<file path="src/lcnv_pkg.sv">
// Shared constants, types and helpers for the Luhn card number checker.
`default_nettype none

package lcnv_pkg;

    // Card number width and decimal digit budget
    localparam int CARD_W      = 63;
    localparam int BCD_DIGITS  = 19;          // enough for any 63-bit value
    localparam int MAX_DIGITS  = 19;          // lowest digits entering the Luhn sum
    localparam int BCD_W       = 4 * BCD_DIGITS;
    localparam int CNT_W       = $clog2(CARD_W);
    localparam int DIG_IDX_W   = $clog2(BCD_DIGITS);

    localparam logic [CARD_W-1:0] MIN_VALUE = CARD_W'(64'd1000000000000);

    // Job queue geometry
    localparam int Q_DEPTH = 2;
    localparam int Q_AW    = $clog2(Q_DEPTH);
    localparam int Q_CW    = $clog2(Q_DEPTH + 1);

    // Verdict codes
    localparam logic [1:0] VERDICT_INVALID = 2'd0;
    localparam logic [1:0] VERDICT_LEAD4   = 2'd1;
    localparam logic [1:0] VERDICT_LEAD3   = 2'd2;
    localparam logic [1:0] VERDICT_LEAD5   = 2'd3;

    typedef logic [3:0] t_digit;

    typedef struct packed {
        logic [CARD_W-1:0] card_number;
        logic              big;          // number above 10^12
    } t_job;

    // Class from the two leading decimal digits
    function automatic logic [1:0] classify(input t_digit first, input t_digit second);
        logic [1:0] v;
        v = VERDICT_INVALID;
        case (first)
            4'd4: begin
                v = VERDICT_LEAD4;
            end
            4'd3: begin
                if (second inside {4'd4, 4'd7}) v = VERDICT_LEAD3;
            end
            4'd5: begin
                if (second inside {[4'd1:4'd5]}) v = VERDICT_LEAD5;
            end
            default: begin
                v = VERDICT_INVALID;
            end
        endcase
        return v;
    endfunction

endpackage

`default_nettype wire

</file>
<file path="src/lcnv_if.sv">
// Valid/ready channel interfaces for card numbers and verdicts.
`default_nettype none

interface lcnv_in_if;
    logic                          valid;
    logic                          ready;
    logic [lcnv_pkg::CARD_W-1:0]   card_number;

    modport source (output valid, output card_number, input ready);
    modport sink   (input valid, input card_number, output ready);
endinterface

interface lcnv_out_if;
    logic       valid;
    logic       ready;
    logic [1:0] verdict;
    logic       luhn_ok;

    modport source (output valid, output verdict, output luhn_ok, input ready);
    modport sink   (input valid, input verdict, input luhn_ok, output ready);
endinterface

`default_nettype wire

</file>
<file path="src/lcnv_front.sv">
// Front end: accepts card numbers, flags long ones and hands jobs to the queue.
`default_nettype none

module lcnv_front (
    lcnv_in_if.sink            i_card,
    output logic               o_push_valid,
    output lcnv_pkg::t_job     o_push_job,
    input  logic               i_push_ready
);
    import lcnv_pkg::*;

    assign i_card.ready            = i_push_ready;
    assign o_push_valid            = i_card.valid;
    assign o_push_job.card_number  = i_card.card_number;
    assign o_push_job.big          = (i_card.card_number > MIN_VALUE);

endmodule

`default_nettype wire

</file>
<file path="src/lcnv_queue.sv">
// Short job queue between front and back end (first-word fall-through).
`default_nettype none

module lcnv_queue (
    input  logic               i_clk,
    input  logic               i_rst_n,
    input  logic               i_push_valid,
    input  lcnv_pkg::t_job     i_push_job,
    output logic               o_push_ready,
    output logic               o_pop_valid,
    output lcnv_pkg::t_job     o_pop_job,
    input  logic               i_pop_ready
);
    import lcnv_pkg::*;

    t_job              r_mem [Q_DEPTH];
    logic [Q_AW-1:0]   r_wr_ptr;
    logic [Q_AW-1:0]   r_rd_ptr;
    logic [Q_CW-1:0]   r_count;
    logic              w_push;
    logic              w_pop;

    assign o_push_ready = (r_count != Q_CW'(Q_DEPTH));
    assign o_pop_valid  = (r_count != '0);
    assign o_pop_job    = r_mem[r_rd_ptr];
    assign w_push       = i_push_valid && o_push_ready;
    assign w_pop        = o_pop_valid && i_pop_ready;

    always_ff @(posedge i_clk) begin
        if (w_push) begin
            r_mem[r_wr_ptr] <= i_push_job;
        end
    end

    always_ff @(posedge i_clk) begin
        if (!i_rst_n) begin
            r_wr_ptr <= '0;
            r_rd_ptr <= '0;
            r_count  <= '0;
        end else begin
            if (w_push) r_wr_ptr <= r_wr_ptr + 1'b1;
            if (w_pop)  r_rd_ptr <= r_rd_ptr + 1'b1;
            case ({w_push, w_pop})
                2'b10:   r_count <= r_count + 1'b1;
                2'b01:   r_count <= r_count - 1'b1;
                default: r_count <= r_count;
            endcase
        end
    end

endmodule

`default_nettype wire

</file>
<file path="src/lcnv_back.sv">
// Back end: bit-serial binary to BCD, digit-serial Luhn sum, verdict register.
`default_nettype none

module lcnv_back (
    input  logic               i_clk,
    input  logic               i_rst_n,
    input  logic               i_job_valid,
    input  lcnv_pkg::t_job     i_job,
    output logic               o_job_ready,
    lcnv_out_if.source         o_result
);
    import lcnv_pkg::*;

    typedef enum logic [1:0] {S_IDLE, S_CONV, S_SCAN, S_DONE} t_state;

    t_state              r_state, n_state;
    logic [CARD_W-1:0]   r_bin, n_bin;
    logic [BCD_W-1:0]    r_bcd, n_bcd;
    logic [CNT_W-1:0]    r_cnt, n_cnt;
    logic [3:0]          r_sum, n_sum;        // Luhn sum mod 10
    logic                r_big, n_big;
    logic [1:0]          r_lead, n_lead;      // leading digits captured so far
    t_digit              r_d1, n_d1;
    t_digit              r_d2, n_d2;
    logic                r_out_valid, n_out_valid;
    logic [1:0]          r_verdict, n_verdict;
    logic                r_ok, n_ok;

    logic [BCD_W-1:0]    w_adj;
    t_digit              w_digit;
    t_digit              w_dbl;
    t_digit              w_add;
    logic [4:0]          w_sum5;
    logic [4:0]          w_dbl5;
    logic [DIG_IDX_W-1:0] w_idx;
    logic                w_out_free;

    // Double-dabble correction: +3 on every digit of 5 or more
    always_comb begin
        t_digit d;
        for (int k = 0; k < BCD_DIGITS; k++) begin
            d = r_bcd[k*4 +: 4];
            w_adj[k*4 +: 4] = (d >= 4'd5) ? d + 4'd3 : d;
        end
    end

    // Luhn contribution of the digit at the top of the BCD word
    assign w_idx   = r_cnt[DIG_IDX_W-1:0];
    assign w_digit = r_bcd[BCD_W-1 -: 4];
    assign w_dbl5  = {w_digit, 1'b0} - 5'd9;
    assign w_dbl   = (w_digit < 4'd5) ? {w_digit[2:0], 1'b0} : w_dbl5[3:0];

    always_comb begin
        if (w_idx >= DIG_IDX_W'(MAX_DIGITS)) begin
            w_add = 4'd0;
        end else if (w_idx[0]) begin
            w_add = w_dbl;
        end else begin
            w_add = w_digit;
        end
    end

    assign w_sum5     = {1'b0, r_sum} + {1'b0, w_add};
    assign w_out_free = !r_out_valid || o_result.ready;

    assign o_job_ready      = (r_state == S_IDLE);
    assign o_result.valid   = r_out_valid;
    assign o_result.verdict = r_verdict;
    assign o_result.luhn_ok = r_ok;

    always_comb begin
        n_state     = r_state;
        n_bin       = r_bin;
        n_bcd       = r_bcd;
        n_cnt       = r_cnt;
        n_sum       = r_sum;
        n_big       = r_big;
        n_lead      = r_lead;
        n_d1        = r_d1;
        n_d2        = r_d2;
        n_out_valid = r_out_valid && !o_result.ready;
        n_verdict   = r_verdict;
        n_ok        = r_ok;
        case (r_state)
            S_IDLE: begin
                if (i_job_valid) begin
                    n_bin   = i_job.card_number;
                    n_big   = i_job.big;
                    n_bcd   = '0;
                    n_cnt   = '0;
                    n_state = S_CONV;
                end
            end
            S_CONV: begin
                n_bcd = {w_adj[BCD_W-2:0], r_bin[CARD_W-1]};
                n_bin = {r_bin[CARD_W-2:0], 1'b0};
                if (r_cnt == CNT_W'(CARD_W - 1)) begin
                    n_cnt   = CNT_W'(BCD_DIGITS - 1);
                    n_sum   = 4'd0;
                    n_lead  = 2'd0;
                    n_d1    = 4'd0;
                    n_d2    = 4'd0;
                    n_state = S_SCAN;
                end else begin
                    n_cnt = r_cnt + 1'b1;
                end
            end
            S_SCAN: begin
                n_sum = (w_sum5 >= 5'd10) ? 4'(w_sum5 - 5'd10) : w_sum5[3:0];
                if (r_lead == 2'd0 && w_digit != 4'd0) begin
                    n_d1   = w_digit;
                    n_lead = 2'd1;
                end else if (r_lead == 2'd1) begin
                    n_d2   = w_digit;
                    n_lead = 2'd2;
                end
                n_bcd = {r_bcd[BCD_W-5:0], 4'd0};
                if (w_idx == '0) begin
                    n_state = S_DONE;
                end else begin
                    n_cnt = r_cnt - 1'b1;
                end
            end
            S_DONE: begin
                if (w_out_free) begin
                    n_out_valid = 1'b1;
                    n_ok        = (r_sum == 4'd0);
                    n_verdict   = (r_sum == 4'd0 && r_big) ? classify(r_d1, r_d2)
                                                           : VERDICT_INVALID;
                    n_state     = S_IDLE;
                end
            end
            default: begin
                n_state = S_IDLE;
            end
        endcase
    end

    always_ff @(posedge i_clk) begin
        if (!i_rst_n) begin
            r_state     <= S_IDLE;
            r_out_valid <= 1'b0;
        end else begin
            r_state     <= n_state;
            r_out_valid <= n_out_valid;
        end
        r_bin     <= n_bin;
        r_bcd     <= n_bcd;
        r_cnt     <= n_cnt;
        r_sum     <= n_sum;
        r_big     <= n_big;
        r_lead    <= n_lead;
        r_d1      <= n_d1;
        r_d2      <= n_d2;
        r_verdict <= n_verdict;
        r_ok      <= n_ok;
    end

    a_conv_cnt: assert property (@(posedge i_clk) disable iff (!i_rst_n)
        r_state == S_CONV |-> r_cnt <= CNT_W'(CARD_W - 1))
        else $error("conversion counter overran");

    a_scan_idx: assert property (@(posedge i_clk) disable iff (!i_rst_n)
        r_state == S_SCAN |-> r_cnt <= CNT_W'(BCD_DIGITS - 1))
        else $error("digit index out of range");

    a_job_start: assert property (@(posedge i_clk) disable iff (!i_rst_n)
        (r_state == S_IDLE && i_job_valid) |=> r_state == S_CONV)
        else $error("job taken without starting conversion");

    a_done_out: assert property (@(posedge i_clk) disable iff (!i_rst_n)
        (r_state == S_DONE && w_out_free) |=> (r_out_valid && r_state == S_IDLE))
        else $error("finished job not posted");

    a_class_ok: assert property (@(posedge i_clk) disable iff (!i_rst_n)
        (r_out_valid && r_verdict != VERDICT_INVALID) |-> r_ok)
        else $error("class given without Luhn pass");

endmodule

`default_nettype wire

</file>
<file path="src/luhn_card_number_validator_core.sv">
// Top level of the Luhn mod-10 card number checker.
//
//  port      | dir | carries                      | handshake
//  ----------+-----+------------------------------+------------
//  i_card    | in  | card_number[62:0]            | valid/ready
//  o_result  | out | verdict[1:0], luhn_ok        | valid/ready
//
// Each transaction passes in the back end through a load, the bit-serial
// binary to BCD conversion (one input bit a cycle), the digit-serial Luhn
// sum and leading-digit capture, and the posting of the verdict.
// A two-deep queue lets the front take up to two more numbers meanwhile, and
// the output register holds a verdict while the next number is processed.
// i_rst_n is synchronous, active low; it empties the queue and output slot.
// A stalled o_result holds the back end in its final state only.
`default_nettype none

module luhn_card_number_validator_core (
    input  wire         i_clk,
    input  wire         i_rst_n,
    lcnv_in_if.sink     i_card,
    lcnv_out_if.source  o_result
);
    import lcnv_pkg::*;

    // front to queue
    logic   w_push_valid;
    logic   w_push_ready;
    t_job   w_push_job;

    // queue to back end
    logic   w_pop_valid;
    logic   w_pop_ready;
    t_job   w_pop_job;

    // Front: takes a transaction whenever the queue has room and tags it
    // with the "above 10^12" flag, so the back end needs no wide compare.
    lcnv_front u_front (
        .i_card       (i_card),
        .o_push_valid (w_push_valid),
        .o_push_job   (w_push_job),
        .i_push_ready (w_push_ready)
    );

    // Queue: decouples intake from the long serial computation.
    lcnv_queue u_queue (
        .i_clk        (i_clk),
        .i_rst_n      (i_rst_n),
        .i_push_valid (w_push_valid),
        .i_push_job   (w_push_job),
        .o_push_ready (w_push_ready),
        .o_pop_valid  (w_pop_valid),
        .o_pop_job    (w_pop_job),
        .i_pop_ready  (w_pop_ready)
    );

    // Back end: double-dabble, then a scan from the top digit down that
    // keeps the Luhn sum mod 10 and captures the two leading digits.
    lcnv_back u_back (
        .i_clk       (i_clk),
        .i_rst_n     (i_rst_n),
        .i_job_valid (w_pop_valid),
        .i_job       (w_pop_job),
        .o_job_ready (w_pop_ready),
        .o_result    (o_result)
    );

endmodule

`default_nettype wire
</file>
<file path="src/flat_wrapper.sv">
// flat-port wrapper written by rule: the top's interface ports become plain ports
module luhn_card_number_validator_core_flat import lcnv_pkg::*;
  (i_clk, i_rst_n, i_card_valid, i_card_card_number, i_card_ready, o_result_valid, o_result_verdict, o_result_luhn_ok, o_result_ready);
  lcnv_in_if i_card_i ();
  lcnv_out_if o_result_i ();
  input  wire i_clk;
  input  wire i_rst_n;
  input wire logic [$bits(i_card_i.valid)-1:0] i_card_valid;
  input wire logic [$bits(i_card_i.card_number)-1:0] i_card_card_number;
  output wire logic [$bits(i_card_i.ready)-1:0] i_card_ready;
  output wire logic [$bits(o_result_i.valid)-1:0] o_result_valid;
  output wire logic [$bits(o_result_i.verdict)-1:0] o_result_verdict;
  output wire logic [$bits(o_result_i.luhn_ok)-1:0] o_result_luhn_ok;
  input wire logic [$bits(o_result_i.ready)-1:0] o_result_ready;
  assign i_card_i.valid = i_card_valid;
  assign i_card_i.card_number = i_card_card_number;
  assign i_card_ready = i_card_i.ready;
  assign o_result_valid = o_result_i.valid;
  assign o_result_verdict = o_result_i.verdict;
  assign o_result_luhn_ok = o_result_i.luhn_ok;
  assign o_result_i.ready = o_result_ready;
  luhn_card_number_validator_core u_core (.i_clk(i_clk), .i_rst_n(i_rst_n), .i_card(i_card_i), .o_result(o_result_i));
endmodule
</file>
<file path="config.mk">
export PLATFORM = sky130hd
export DESIGN_NAME = luhn_card_number_validator_core_flat
export DESIGN_NICKNAME = d
export VERILOG_FILES = /design/src/lcnv_pkg.sv /design/src/lcnv_if.sv /design/src/lcnv_front.sv /design/src/lcnv_queue.sv /design/src/lcnv_back.sv /design/src/luhn_card_number_validator_core.sv /design/src/flat_wrapper.sv
export SDC_FILE = /design/constraint.sdc
export NUM_CORES = 1
export LEC_CHECK = 0
export BUFFER_PORTS_ARGS = -buffer_cell sky130_fd_sc_hd__buf_4
export CAP_MARGIN = 0
export CELL_PAD_IN_SITES_DETAIL_PLACEMENT = 2
export CELL_PAD_IN_SITES_GLOBAL_PLACEMENT = 2
export CORE_MARGIN = 10
export CORE_UTILIZATION = 34
export CTS_CLUSTER_SIZE = 16
export DETAILED_ROUTE_END_ITERATION = 8
export GPL_TIMING_DRIVEN = 0
export PLACE_DENSITY_LB_ADDON = 0.25
export SLEW_MARGIN = 20
export SYNTH_ARGS = -nofsm -noshare
export SYNTH_HDL_FRONTEND = slang
export SYNTH_HIERARCHICAL = 1
export SYNTH_SLANG_ARGS = --single-unit
</file>
<file path="constraint.sdc">
create_clock -name i_clk -period 5.15 [get_ports i_clk]
set_input_delay 0.7725 -clock i_clk [delete_from_list [all_inputs] [get_ports i_clk]]
set_output_delay 0.7725 -clock i_clk [all_outputs]
set_load 0.005 [all_outputs]
</file>
* Word-level counts from Yosys, hierarchy flattened
Memories as Yosys holds them, arrays and structs flattened. A register that Yosys moved wholly into a read port is not among the register bits.
Index checks and enable logic that the tools add are counted.
** Word-level totals
- Register bits after elaboration :: 170
- Memories :: 1
- Logic and storage cells :: 178
- Memory bits (writable) :: 128
** Cells by class
- Muxes and demuxes :: 57
- Add/subtract/negate cells :: 28
- Reduce and logical (&&, ||, !) cells :: 30
- Magnitude comparators :: 25
- Eq/ne operators :: 22
** Memory list
- u_core.u_queue.r_mem :: words 2, bits a word 64, rd ports 1, clocked after Yosys merged registers in 1, write ports 1, line lcnv_queue.sv:16 : t_job r_mem [Q_DEPTH];
** Operators by type and width (number)
- $pmux 76 s3 :: 1
- $pmux 63 s2 :: 1
- $mux 4 :: 26
- $ge 4x3->1 const B :: 19
- $mux 76 :: 1
- $add 4x2->4 const B :: 18
- $gt 63x40->1 const B :: 1
- $mux 63 :: 1
- $pmux 4 s2 :: 3
- $mux 2 :: 9
- $mux 6 :: 3
- $ne 2x2->1 const B :: 9
- $pmux 6 s3 :: 1
- $eq 4x3->1 const B :: 4
- $reduce_and 2->1 :: 5
- $reduce_bool 2->1 :: 5
- $reduce_and 3->1 :: 3
- $pmux 2 s2 :: 2
- $pmux 2 s4 :: 1
- $reduce_and 4->1 :: 2
- $sub 4x4->4 const B :: 2
- $add 6x1->6 const B :: 1
- $eq 2x1->1 const B :: 3
- $eq 2x2->1 const B :: 3
- other kinds (25) :: 38

* Logic depth before layout (Yosys ltp)
Gate-level depths: netlist of the first run.
- Word-level depth :: 8
- Gate-level depth with buffers :: 15
- Mapped depth without buffers :: 15

* By module
Netlist of the first run, hierarchy kept.
** By module, submodules not included
- lcnv_back :: times used 1, seq. area each 4954.8 um^2, area each 9198.8 um^2, cells an instance 798
- lcnv_queue :: times used 1, seq. area each 3943.8 um^2, area each 4834.6 um^2, cells an instance 223
- lcnv_front :: times used 1, seq. area each 0.0 um^2, area each 750.7 um^2, cells an instance 106

* Worst setup path before layout of the first run
Ideal clock, no wire load.
- Kind :: register to register
- From :: reg u_core.u_back.r_state[0]
- To :: reg u_core.u_back.r_bcd[0] (enable)
- Path slack :: 0.661 ns
- Stages on the path, launching flop included :: 5
- Required time :: 4.639 ns
- Path buffers :: 0
- Arrival time :: 3.979 ns
- Cells stage by stage :: dfxtp_1 -> inv_1 -> ha_1 -> nor2b_1 -> nor2_1
** Between the ends
- Cells in the longest elaborated chain, start to end :: 3
- Elaborated cells on any way between the ends :: 6
- Classes of those cells :: 3 x eq/ne; 3 x reduce/logical
** Ends and longest elaborated chain
- start: declaration :: line lcnv_back.sv:16 : t_state r_state, n_state;
- start signal: assignment :: line lcnv_back.sv:144 : r_state <= n_state;
- $logic_not 2->1 (*)
- net u_core.w_pop_ready :: line luhn_card_number_validator_core.sv:32 : logic w_pop_ready;
- $ne 2x2->1 (no source line) or $reduce_bool 3->1 (tied branches)
- $reduce_and 2->1 (no source line) (*)
- end signal: assignment :: line lcnv_back.sv:148 : r_bcd <= n_bcd;
- end: declaration :: line lcnv_back.sv:18 : logic [BCD_W-1:0] r_bcd, n_bcd;
The timed path passes the listed nets; every way through them passes the cells marked *.
A chain may end at the register's enable or synchronous reset.

* Final worst setup path of the first run
- From :: reg u_core.u_back.r_bcd[72]
- To :: reg u_core.u_back.r_sum[1], data pin
** Between the ends
- Cells in the longest elaborated chain, start to end :: 8
- Elaborated cells on any way between the ends :: 10
- Classes of those cells :: 3 x add/sub; 2 x order compare; 5 x mux
** Ends and longest elaborated chain
- $sub 4x4->4 or $lt 4x3->1 (tied branches) :: line lcnv_back.sv:50, lcnv_back.sv:51
- $mux 4 :: line lcnv_back.sv:51 : assign w_dbl = (w_digit < 4'd5) ? {w_digit[2:0], 1'b0} : w_dbl5[3:0];
- $mux 4 (*) :: line lcnv_back.sv:56 : end else if (w_idx[0]) begin
- $mux 4 (*) :: line lcnv_back.sv:54 : if (w_idx >= DIG_IDX_W'(MAX_DIGITS)) begin
- $add 4x4->5 (*) :: line lcnv_back.sv:63 : assign w_sum5 = {1'b0, r_sum} + {1'b0, w_add};
- $sub 4x4->4 or $ge 5x4->1 (tied branches) :: line lcnv_back.sv:109 : n_sum = (w_sum5 >= 5'd10) ? 4'(w_sum5 - 5'd10) : w_sum5[3:0];
- $mux 4 (*) :: line lcnv_back.sv:109
- $pmux 4 s2 (*) :: line lcnv_back.sv:84 : case (r_state)
- end signal: assignment :: line lcnv_back.sv:150 : r_sum <= n_sum;
- end: declaration :: line lcnv_back.sv:20 : logic [3:0] r_sum, n_sum;
Mark *: on every way between the ends. The rest lies on a longest branch, timed or not.

==> flow_metrics.tcl, run 1 <==
set metrics [dict create \
    cts_buffer_depth 3 \
    cts_sinks 299 \
    synth-compound-area-share 0.0878 \
    ir_drop_mv 0.304 \
    path_common_cell "inv_1" \
    multi_input_area_mm2 0.00503 \
    drcViolationCount 0 \
    hold_viol 0 \
    synth-edff-count 291 \
    synth.avg_cell_area_um2 13.1 \
    fin_nets 1360 \
    min_path_type "input pin to register" \
    synth_cell_types 56 \
    yosys-top-cells-area "edfxtp_1 59%, mux2_2 9.7%, ha_1 4.4%" \
    vias_per_cell 4.99 \
    critPathLaunchType "register" \
    h-tree-depth 2 \
    synthSimpleGateAreaFrac 0.0827 \
    wl_per_cell_um 20.6 \
    register_area_mm2 0.00890 \
    worstSetupPathType "register to register" \
    rows 76 \
    cp_slowest_cell "edfxtp_1" \
    grt_pass1_vias 10500 \
    port_buffers 70 \
    finalCriticalPeriod_ns 3.75 \
    initial_core_util 0.343 \
    total_leakage_power_nw 6.13 \
    synth_top_area_share 0.591 \
    synth_fp_nets 1247 \
    fin_skew_ns 0.00935 \
    grtUsageMet2 0.263 \
    grt_usage 0.144 \
    cts-root-buf "clkbuf_16" \
    grt_setup_unrepaired "no" \
    grt.busiest_layer "met2" \
    fp.coreArea_mm2 0.0431 \
    synth_top_family_by_area "multiplexers" \
    crit_arrival_ns 4.13 \
    die_x_um 229 \
    syn_inst 1127 \
    path_cells "inv_1 -> ha_1 -> inv_1 -> a21oi_1 -> xnor2_1 -> mux2i_1 -> nor2_1 -> fa_1 -> xor2_1 -> inv_1 -> ha_1 -> o31ai_1 -> a211oi_1 -> a21oi_1 -> mux2i_1" \
    dr.pass1.iters 6 \
    use_met3 0.0232 \
    dieArea_mm2 0.0522 \
    antenna_cells 0 \
    grt_overflow 0 \
    cpPeakStageDelay_ns 0.50 \
    crit_required_ns 5.53 \
    grt_max_degree 36 \
    clk_pin_slew_ns 0.06 \
    final_cells 1849 \
    finalCritPeriodShare 0.728 \
    synth_xor_area_frac 0.0231 \
    max_freq_mhz 267 \
    drt_iter0_drc 405 \
    setup_tns_ns 0 \
    routed_wl_um 38000 \
    ys.flop_type "edfxtp_1" \
    postCtsHoldBufs 0 \
    dp_hpwl_um 26300 \
    met1_usage 0.171 \
    die_y_um 229 \
    maxSlewViolCount 0 \
    synth-seq-cells 299 \
    p_total_w 0.0109 \
    cts_buffers 35 \
    syn_to_final_growth_pct 16.8 \
    hold_slack_ns 0.506 \
    worst_setup_path_end_kind "register" \
    gp_congestion 0.742 \
    synth-adder-area-share 0.0454 \
    async_flop_share 0 \
    ant_nets 0 \
    clk_latency_ns 0.54 \
    io_pins 72 \
    ys_warn_count 6 \
    cts_resized 0 \
    synthMuxAreaShare 0.100 \
    ys_seq_area_frac 0.602 \
    netlist_area_mm2 0.0148 \
    slew_headroom 0.433 \
    grt_pass1_wl_um 60000 \
    status "finished, final reports clean" \
    cap_violations 0 \
    post-cts-setup-buffers 0 \
    drive_gt1_frac 0.276 \
    crit_fanout 5 \
    synth_top_area_cell "edfxtp_1" \
    worstMarginPinSlew_ns 0.851 \
    antenna_found_initial 0 \
    nFillCells 4371 \
    power_density_mw_per_mm2 631 \
    num_vias 9222 \
    cts_tree "yes" \
    placed_cells 1788 \
    setup_viol 0 \
]
-- layer usage --
layer	vias up	wire length [um]
met5	-	0
met3	41	1060
li1	4353	-
met4	0	625
met1	4725	16400
met2	103	19900
-- where the power goes --
| group | switching (W) | internal, W |
|---|---|---|
| clock network | 0.000996 | 0.00140 |
| logic | 0.00243 | 0.00163 |
| registers | 0.000536 | 0.00391 |
| total | 0.00396 | 0.00694 |
-- state kept, by name (all words and copies together) (netlist names), named ones only --
name,flops
u_core/u_back/o_result.valid,1
u_core/u_back/o_result.verdict,2
u_core/u_back/r_big,1
u_core/u_back/o_result.luhn_ok,1
u_core/u_back/r_state,2
u_core/u_back/r_sum,4
u_core/u_back/r_d2,4
u_core/u_queue/r_wr_ptr,1
u_core/u_back/r_bin,63
u_core/u_back/r_d1,4
u_core/u_queue/r_mem,128
u_core/u_queue/r_count,2
u_core/u_back/r_lead,2
u_core/u_queue/r_rd_ptr,1
u_core/u_back/r_bcd,76
u_core/u_back/r_cnt,6
-- synthesized netlist by cell type, drive strengths merged (21+ instances only) --
master / number
nand2b: 24
nor2: 44
ha: 52
o22ai: 21
buf: 94
nor3b: 27
mux2: 127
a21oi: 73
nand2: 58
o21ai: 73
edfxtp: 291
inv: 52
xnor2: 25
-- final timing paths --
kind | from | to | slack, ns | cells past startpoint
hold / removal | i_card_card_number[9] | u_core/u_queue/r_mem[0][10] | 0.51 | 2
setup / recovery | u_core/u_back/r_bcd[72] | u_core/u_back/r_sum[1] | 1.40 | 15
setup reg to reg | u_core/u_back/r_bcd[72] | u_core/u_back/r_sum[1] | 1.40 | 15
hold reg to reg | u_core/u_back/r_state[1] | u_core/u_back/r_state[1] | 0.51 | 2
-- kinds of logic after synthesis --
group           count (synthesis)
simple gates                  227
mux                           132
flops                         299
xor+xnor                       39
buf+inv                       156
fa+ha+maj                      53
compound gates                221
-- placed cells by master, fill, tap and decap left out, drive strengths merged, types with 13 or more instances in the layout --
master / n
nor2: 44
o21ai: 73
a21oi: 73
o22ai: 21
ha: 52
buf: 170
nand2b: 24
nor3b: 27
xnor2: 25
inv: 52
nor2b: 15
clkinv: 13
nand2: 58
mux2: 127
xor2: 14
edfxtp: 291
o31ai: 13
clkbuf: 54
-- stage by stage --
stage                     utilization  instance area, um2  worst slack, ns
final                           0.401               17300             1.40
after floorplan                     -               14800            0.661
after global routing            0.401               17300             1.08
after global placement          0.372               16000            -1.39
after CTS                       0.401               17300             1.40
after detailed placement        0.376               16200             1.42
-- critical path: cells and delay by family, from the launching register on --
family,cells,cell delay (ns)
adder cells (fa/ha/maj),3,0.95
buffers and inverters,3,0.30
flip-flops,1,0.50
AO/OA/AOI/OAI,4,0.96
XOR/XNOR,2,0.39
multiplexers,2,0.39
AND/OR/NAND/NOR,1,0.09
-- area by class of cell --
| cell class | instances | share of cell area |
|---|---|---|
| clock buffer | 44 | 0.0527 |
| inverter | 52 | 0.0114 |
| sequential | 299 | 0.515 |
| multi-input combinational | 672 | 0.291 |
| timing repair buffer | 76 | 0.0378 |
| tap | 585 | 0.0424 |
| buffer | 104 | 0.0392 |
| clock inverter | 17 | 0.00999 |
Note: power is estimated with default switching activity, not from simulation.
==> run 2, diff against run 1 <==
- ABC_AREA: not set -> 1
- clock period: 5.15 -> 3.5 ns (I/O delays scaled with it)
==> run 2 against run 1 <==
Clock power up 53%. First-iteration DRC count decreased by 4.7%. Utilization grew 0.44 points. Cell count increased by 17%. Critical path type unchanged.
==> flow_metrics.tcl, run 2 <==
set metrics [dict create \
    gp_congestion 0.745 \
    registers.top_by_ff_count "u_core/u_queue/r_mem" \
    num_vias 10400 \
    clk_pin_slew_ns 0.06 \
    min_path_type "input pin to register" \
    ant_nets 0 \
    switching_share 0.375 \
    rr_startpoint "u_core/u_back/r_bcd[72]" \
    crit_arrival_ns 3.48 \
    hp-start "i_card_card_number[51]" \
    yosysMostFrequentCell "nand2_1" \
    total_leakage_power_nw 7.42 \
    die_x_um 232 \
    synth.avg_cell_area_um2 10.8 \
    maxSlewViolCount 0 \
    drcViolationCount 0 \
    fin_skew_ns 0.0220 \
    port_buffers 70 \
    setup_viol 0 \
    switchingPower_w 0.00615 \
    crit_required_ns 3.80 \
    worstMarginPinSlew_ns 0.766 \
    crit_fanout 5 \
    post-place-ws_ns 0.266 \
    ir_drop_mv 0.484 \
    grt_pass1_vias 11600 \
    synth_top_area_cell "edfxtp_1" \
    max_freq_mhz 315 \
    comb_power_share 0.385 \
    cts_tree "yes" \
    cts_sinks 299 \
    ys_seq_area_frac 0.581 \
    yosys-top-cells-area "edfxtp_1 57%, nand2_1 8.0%, mux2_4 5.9%" \
    antenna_found_initial 0 \
    grt_max_degree 27 \
    async_flop_share 0 \
    drive_gt1_frac 0.196 \
    cts-root-buf "clkbuf_16" \
    io_pins 72 \
    synthTopCellsByCount "328 x nand2_1, 291 x edfxtp_1, 155 x inv_1" \
    syn_to_final_growth_pct 17.6 \
    setup_ws_ns 0.320 \
    fin_area_mm2 0.0180 \
    synth-edff-count 291 \
    syn_inst 1422 \
    synth_fp_nets 1542 \
    worstSetupPathType "register to register" \
    slew_headroom 0.488 \
    cts_buffers 36 \
    largest_reg_flops 128 \
    p_int_w 0.0103 \
    grt_overflow 0 \
    initial_core_util 0.345 \
    antenna_cells 0 \
    mostFrequentLayoutCells "327 x nand2_1, 291 x edfxtp_1, 155 x inv_1" \
    grt_usage 0.147 \
    ys_warn_count 6 \
    dr.pass1.iters 4 \
    vias_per_cell 4.79 \
    fin_nets 1663 \
    rows 77 \
    p_clk_frac 0.224 \
    worst_setup_path_end_kind "register" \
    fp.coreArea_mm2 0.0444 \
    synth_top_area_share 0.571 \
    status "finished, final reports clean" \
    drt_iter0_drc 386 \
    grt_pass1_wl_um 63100 \
    dp_hpwl_um 28500 \
    cap_violations 0 \
    power_density_mw_per_mm2 912 \
    finalCritPeriodShare 0.908 \
    final_common_cell "nand2_1" \
    cts_buffer_depth 3 \
    postPlaceCellArea_mm2 0.0168 \
    critical_path.startpoint "u_core/u_back/r_bcd[72]" \
    ys.flop_type "edfxtp_1" \
    synth-seq-cells 299 \
    routed_wl_um 39700 \
    wl_per_cell_um 18.4 \
    clk_latency_ns 0.55 \
    p_seq_frac 0.391 \
    h-tree-depth 2 \
    critPathLaunchType "register" \
    synth_cell_types 47 \
    finalCriticalPeriod_ns 3.18 \
    hold_viol 0 \
    netlist_area_mm2 0.0153 \
    die_y_um 232 \
    reg.largest.list "u_core/u_queue/r_mem: 128 flops, u_core/u_back/r_bcd: 76 flops, u_core/u_back/r_bin: 63 flops" \
    dieArea_mm2 0.0539 \
]
-- run 2: critical path, cell delays in order (launching register included) --
cell and delay (ns):
edfxtp_1 0.47, inv_1 0.15, ha_1 0.21, inv_1 0.07
nand2_1 0.10, nand2_2 0.10, inv_1 0.08, nand2_1 0.05
a21oi_1 0.18, a211oi_2 0.09, fa_1 0.44, inv_1 0.09
nand2_1 0.07, nand2_1 0.10, inv_1 0.05, ha_1 0.22
nand2_1 0.09, nand3_1 0.12, nand2_1 0.11, nand2_1 0.06
nand2_1 0.05, nor2_1 0.05
-- run 2: cells by family (layout without fill, tap and decap cells) --
| group | count (synthesis) | after routing | synth area share |
|---|---|---|---|
| flops | 299 | 299 | 0.581 |
| mux | 64 | 64 | 0.0618 |
| compound gates | 203 | 203 | 0.0772 |
| simple gates | 522 | 522 | 0.135 |
| buf+inv | 262 | 408 | 0.0901 |
| xor+xnor | 19 | 19 | 0.0109 |
| fa+ha+maj | 53 | 53 | 0.0438 |
-- run 2: what timing repair did --
action | in CTS | in global routing
setup endpoints to repair | 0 | 2
hold buffers | 0 | 0
buffers inserted | 0 | 3
gates resized for setup | 0 | 4
endpoints found under the hold margin | 0 | 0
-- run 2: cell type report --
cell class,count,area (um2)
tap,592,741
inverter,161,604
multi-input combinational,861,5080
clock inverter,16,183
buffer,101,776
sequential,299,8900
timing repair buffer,83,766
clock buffer,47,963
fill,4715,26400
-- run 2: metrics by stage --
stage | std cells | hold WS [ns] | power, W | utilization | TNS (ns)
after global routing | 2160 | 0.226 | 0.0176 | 0.405 | -0.00130
final | 2160 | 0.250 | 0.0164 | 0.405 | 0
after global placement | 2084 | 0.465 | 0.0122 | 0.374 | -92.23
after CTS | 2157 | 0.208 | 0.0167 | 0.405 | 0
after floorplan | 1422 | 0.451 | 0.0106 | - | 0
after detailed placement | 2094 | 0.482 | 0.0129 | 0.379 | 0
-- run 2: path summary, 6_finish.rpt --
check / endpoint / slack [ns] / cells past startpoint
worst max-delay path: u_core/u_back/r_sum[2] / 0.32 / 21
worst min-delay path: u_core/u_queue/r_mem[0][52] / 0.25 / 2
worst max register to register: u_core/u_back/r_sum[2] / 0.32 / 21
worst min register to register: u_core/u_queue/r_rd_ptr / 0.49 / 2
-- run 2: per-layer routing --
layer | vias up | GRT usage | part of all wire
met3 | 43 | 0.0279 | 0.028
li1 | 5019 | - | -
met5 | - | 0 | 0
met4 | 0 | 0.0341 | 0.016
met2 | 119 | 0.265 | 0.51
met1 | 5176 | 0.176 | 0.44
-- run 2: power by group through the flow --
stage / logic (W) / registers, W / clock network, W
3_5_place_dp: 0.00636 / 0.00649 / 0
6_report: 0.00632 / 0.00642 / 0.00368
5_1_grt: 0.00713 / 0.00659 / 0.00394
3_3_place_gp: 0.00566 / 0.00652 / 0
4_1_cts: 0.00642 / 0.00644 / 0.00382
2_1_floorplan: 0.00431 / 0.00630 / 0
